[src/design/swfrm_pkg.sv]
package swfrm_pkg;

  // Field widths
  localparam int unsigned IDX_W    = 31;
  localparam int unsigned TS_W     = 48;
  localparam int unsigned WIN_W    = 26;
  localparam int unsigned FPS_W    = 9;
  localparam int unsigned AVG_W    = 17;
  localparam int unsigned CNT_W    = 16;
  localparam int unsigned SUM_W    = 25;
  localparam int unsigned PADDR_W  = 3;
  localparam int unsigned PDATA_W  = 32;

  // Mean divider: dividend is the sum shifted up by 8 (Q8)
  localparam int unsigned DVD_W    = SUM_W + 8;
  localparam int unsigned DSR_W    = CNT_W;

  // Saturation limits and reset values
  localparam logic [FPS_W-1:0] FPS_MAX      = '1;
  localparam logic [SUM_W-1:0] SUM_MAX      = '1;
  localparam logic [CNT_W-1:0] CNT_MAX      = '1;
  localparam logic [AVG_W-1:0] AVG_MAX      = '1;
  localparam logic [WIN_W-1:0] WINDOW_RESET = WIN_W'(1000000);

  // Command and result kinds
  localparam logic CMD_FRAME   = 1'b0;
  localparam logic CMD_REPORT  = 1'b1;
  localparam logic KIND_RATE   = 1'b0;
  localparam logic KIND_REPORT = 1'b1;

  // Register map (word index, taken from paddr[2])
  localparam logic REG_WINDOW = 1'b0;

  typedef struct packed {
    logic            cmd;
    logic [IDX_W-1:0] frame_index;
    logic [TS_W-1:0]  timestamp_us;
  } in_word_t;

  typedef struct packed {
    logic             kind;
    logic [FPS_W-1:0] fps;
    logic [IDX_W-1:0] frame_echo;
    logic [AVG_W-1:0] avg_fps_q8;
    logic [FPS_W-1:0] min_fps;
    logic [FPS_W-1:0] max_fps;
    logic [CNT_W-1:0] batch_count;
    logic             empty_res;
  } out_word_t;

endpackage

[src/design/swfrm_div.sv]
module swfrm_div (
  input  logic                          clk_i,
  input  logic                          rst_ni,
  input  logic                          start_i,
  input  logic [swfrm_pkg::DVD_W-1:0]   dividend_i,
  input  logic [swfrm_pkg::DSR_W-1:0]   divisor_i,
  output logic                          done_o,
  output logic [swfrm_pkg::DVD_W-1:0]   quotient_o
);
  import swfrm_pkg::*;

  localparam int unsigned CW = $clog2(DVD_W + 1);

  logic [DVD_W-1:0] quo_q, quo_d;
  logic [DSR_W:0]   rem_q, rem_d;
  logic [DSR_W-1:0] dsr_q;
  logic [CW-1:0]    cnt_q, cnt_d;
  logic             run_q, run_d;
  logic             done_q, done_d;
  logic [DSR_W:0]   rem_sh;
  logic             ge;

  // Restoring division, one quotient bit per cycle
  always_comb begin
    rem_sh = {rem_q[DSR_W-1:0], quo_q[DVD_W-1]};
    ge     = (rem_sh >= {1'b0, dsr_q});
    quo_d  = quo_q;
    rem_d  = rem_q;
    cnt_d  = cnt_q;
    run_d  = run_q;
    done_d = 1'b0;
    if (start_i) begin
      quo_d = dividend_i;
      rem_d = '0;
      cnt_d = CW'(DVD_W);
      run_d = 1'b1;
    end else if (run_q) begin
      rem_d = ge ? (rem_sh - {1'b0, dsr_q}) : rem_sh;
      quo_d = {quo_q[DVD_W-2:0], ge};
      cnt_d = cnt_q - CW'(1);
      if (cnt_q == CW'(1)) begin
        run_d  = 1'b0;
        done_d = 1'b1;
      end
    end
  end

  always_ff @(posedge clk_i or negedge rst_ni) begin
    if (!rst_ni) begin
      cnt_q  <= '0;
      run_q  <= 1'b0;
      done_q <= 1'b0;
    end else begin
      cnt_q  <= cnt_d;
      run_q  <= run_d;
      done_q <= done_d;
    end
  end

  // Datapath, no reset
  always_ff @(posedge clk_i) begin
    quo_q <= quo_d;
    rem_q <= rem_d;
    if (start_i) begin
      dsr_q <= divisor_i;
    end
  end

  assign done_o     = done_q;
  assign quotient_o = quo_q;

endmodule

[config.mk]
export PLATFORM = sky130hd
export DESIGN_NAME = swfrm_div
export DESIGN_NICKNAME = d
export VERILOG_FILES = /design/src/design/swfrm_pkg.sv /design/src/design/swfrm_div.sv
export SDC_FILE = /design/constraint.sdc
export NUM_CORES = 1
export LEC_CHECK = 0
export BUFFER_PORTS_ARGS = -buffer_cell sky130_fd_sc_hd__clkbuf_2
export CAP_MARGIN = 15
export CORE_MARGIN = 2
export CORE_UTILIZATION = 29
export CTS_BUF_LIST = sky130_fd_sc_hd__clkbuf_4
export CTS_CLUSTER_DIAMETER = 40
export DETAILED_ROUTE_END_ITERATION = 6
export PLACE_DENSITY = 0.46
export SKIP_LAST_GASP = 1
export SLEW_MARGIN = 10
export SYNTH_ARGS = -nofsm -noshare
export SYNTH_HDL_FRONTEND = slang
export SYNTH_SLANG_ARGS = --single-unit
[constraint.sdc]
create_clock -name clk_i -period 2.93 [get_ports clk_i]
set_input_delay 0.586 -clock clk_i [delete_from_list [all_inputs] [get_ports clk_i]]
set_output_delay 0.586 -clock clk_i [all_outputs]
set_load 0.01 [all_outputs]
==> flow_summary_export.csv <==
group,metric,value,unit
synthesis,ys_types,60,
floorplanning,die_h,119,µm
power,switching_share,38.0,%
min_path,hp-class,"in2reg",
timing,fmax,382,MHz
critical_path,worstSetupPathType,"reg2reg",
power,clock_power_share,15.7,%
critical_path,cp-start-kind,"flip-flop",
synthesis,postSynthAreaPerCell,11.4,µm²
critical_path,critical_path_required,3.15,ns
power,leakage,1.99,nW
clocking,ctsLongestPathBuffers,2,
synthesis,ys_ff_latch,73,
placement,gp_congestion,0.803,
critical_path,cp_slowest_cell,"edfxtp_1",
power,seqPwrFrac,43.1,%
synthesis,ys.flop_type,"edfxtp_1",
layout,finish.utilization,35.0,%
global_routing,gr-total-overflow,0,
synthesis,synthArstFlopShare,11.0,%
floorplanning,initial_utilization,29.4,%
critical_path,critical_path_buf_inv_count,1,
floorplanning,io_pins,86,
placement,numPlacedInstances,589,
synthesis,synth_top_area_cell,"edfxtp_1",
layout,fin_cells,606,
clocking,cts_sinks,73,
synthesis,syn_nets,408,
critical_path,end_kind,"flip-flop",
global_routing,track_usage,13.1,%
timing,setup_viol,0,
synthesis,synth_edf_count,49,
critical_path,worstPathMaxFanout,14,
detailed_routing,dr.pass1.iters,4,
placement,hpwl,6210,µm
run_status,outcome,"complete, no violations",
timing,tightestPinTransition,0.711,ns
timing,hold_viol_final,0,
global_routing,antenna_found_initial,0,
power,irDropWorstVdd,287,µV
floorplanning,rows,42,
power,pwr-share-comb,41.3,%
clocking,post_cts_resized,0,
synthesis,synth_warnings,0,
timing,rsz0062_at_grt,"no",
detailed_routing,vias_per_cell,4.71,
clocking,post_cts_buffers,0,
critical_path,slowest_delay,0.44,ns
synthesis,synth.area.top_cells,"edfxtp_1 (38%), mux2_2 (9.6%), dfxtp_1 (8.3%)",
synthesis,synthCells,337,
synthesis,yosysTopAreaCellShare,38.2,%
placement,numPortBuffers,85,
clocking,cts_tree,"built",
layout,drive_gt1_share,34.2,%
detailed_routing,drtAntennaViolNets,0,
floorplanning,fp.coreArea,0.0131,mm²
timing,period_needed,2.62,ns
global_routing,grt_max_degree,37,
clocking,cts_made_buffers,9,
floorplanning,die_area,0.0142,mm²
critical_path,path_cells,"inv_1 > ha_1 > nor2b_1 > o211a_1 > o31ai_2 > a31oi_4 > or2_1 > mux2_2",
synthesis,synth.most_common_cell,"edfxtp_1",
clocking,cts_htree_levels,3,
clocking,cts-root-buf,"clkbuf_4",
timing,slew_violations,0,
global_routing,grt_pass1_vias,2882,
synthesis,netlist_area,0.00386,mm²
layout,n_antenna_cell,0,
layout,area_delta_synth_final,19.3,%
detailed_routing,first_iter_violations,113,
global_routing,grt_first_pass_wirelength,14400,µm
power,p_sw,1.38,mW
synthesis,synth-seq-area-share,51.7,%
synthesis,yosys-top-cells-count,"edfxtp_1 (49), mux2_2 (33), nand2_1 (32), nor2_1 (28), inv_1 (24)",
clocking,path_clk_slew,0.13,ns
critical_path,cp_top_family,"compound AO/OA/AOI/OAI gates",
timing,period_share,89.3,%
floorplanning,fp.dieW,119,µm
flow_run,maxCapViolations,0,
critical_path,r2r_slack,0.31,ns
layout,nNetsFinal,496,
placement,pre_cts_ws,0.285,ns
timing,max_slew_margin,52.4,%
power,pwr_density_cell,787,mW/mm²
detailed_routing,vias,2855,
power,intPower,2.24,mW
timing,layout_setup_ws,0.314,ns
detailed_routing,wl_per_cell,14.2,µm
timing,finalSetupTns,0,ns
clocking,insertion_delay,0.45,ns
timing,finalClockSkew,0.0219,ns
critical_path,arrival,2.84,ns
detailed_routing,wl,8630,µm
detailed_routing,drc_errors,0,
-- per-stage QoR --
| stage | power [mW] | hold WS (ns) | instance area [µm²] |
|---|---|---|---|
| floorplan | 2.67 | 0.290 | 3860 |
| global placement | 3.09 | 0.451 | 4470 |
| detailed placement | 3.09 | 0.447 | 4470 |
| CTS | 3.68 | 0.264 | 4600 |
| global route | 3.93 | 0.252 | 4600 |
| finish | 3.62 | 0.305 | 4600 |
-- cells in the final DEF, fill, tap and decap left out, types with 7 or more instances in the layout --
| cell | synthesis | layout |
|---|---|---|
| clkbuf_2 | 0 | 84 |
| edfxtp_1 | 49 | 49 |
| mux2_2 | 33 | 33 |
| nand2_1 | 32 | 32 |
| nor2_1 | 28 | 28 |
| inv_1 | 24 | 24 |
| ha_1 | 18 | 18 |
| dfxtp_1 | 16 | 16 |
| clkbuf_4 | 0 | 11 |
| a311oi_1 | 10 | 10 |
| a21oi_1 | 9 | 9 |
| o21ai_0 | 9 | 9 |
| dfrtp_1 | 8 | 8 |
| nand3_1 | 7 | 7 |
-- cell type report --
type / instances / area, µm²
fillers: 1366 / 8540
flip-flops and latches: 73 / 1990
multi-input cells: 225 / 1700
repair buffers: 92 / 480
well taps: 176 / 220
inverters: 24 / 90.1
clock buffers: 11 / 82.6
clock inverters: 5 / 32.5
-- power by group through the flow --
stage	clock network (mW)	registers [mW]	logic, mW
global route	0.637	1.60	1.69
finish	0.568	1.56	1.49
detailed placement	0	1.58	1.51
floorplan	0	1.60	1.08
global placement	0	1.58	1.51
CTS	0.601	1.56	1.51
-- kinds of logic after synthesis --
kind of cell	count (synthesis)	synth area share, %
and+or+nand+nor	98	12.4
DFF	73	51.7
AOI/OAI and AO/OA	62	12.7
buffers and inverters	39	4.22
muxes	35	10.2
adders and majority gates	19	6.36
xor gates and xnor gates	11	2.50
-- registers in the layout (all words and copies together), names as in the netlist --
signal	count
done_o	1
run_q	1
dsr_q	16
quotient_o	33
rem_q	16
cnt_q	6
-- worst register-to-register path: cells and delay by family, from the launching register on --
| family | cells | cell delay, ns |
|---|---|---|
| flops | 1 | 0.44 |
| simple gates | 2 | 0.59 |
| fa+ha+maj | 1 | 0.23 |
| compound gates | 3 | 0.72 |
| mux | 1 | 0.34 |
| buf+inv | 1 | 0.08 |
-- final timing paths --
check                                       start                       to  cells past startpoint
min                                  divisor_i[3]       dsr_q[3]$_DFFE_PP_                      1
min reg2reg                rem_q[15]$_SDFFE_PP0P_   rem_q[15]$_SDFFE_PP0P_                      2
max                            dsr_q[1]$_DFFE_PP_  quotient_o[0]$_DFFE_PP_                      8
max in group asynchronous                  rst_ni          run_q$_DFF_PN0_                      2
max reg2reg                    dsr_q[1]$_DFFE_PP_  quotient_o[0]$_DFFE_PP_                      8
min in group asynchronous                  rst_ni     cnt_q[0]$_DFFE_PN0P_                      2
-- metal layers --
layer,vias to the layer above,share of wire (%),global-route usage (%)
li1,1423,-,-
met1,1338,48,16.7
met2,87,43,19.6
met3,7,8.0,6.23
met4,0,1.3,3.97
met5,-,0,0
-- what timing repair did --
item | in CTS | in global routing
setup endpoints to repair | 0 | 0
endpoints found under the hold margin | 8 | 0
hold buffers | 1 | 0
Power figures use the tool's default switching activity.
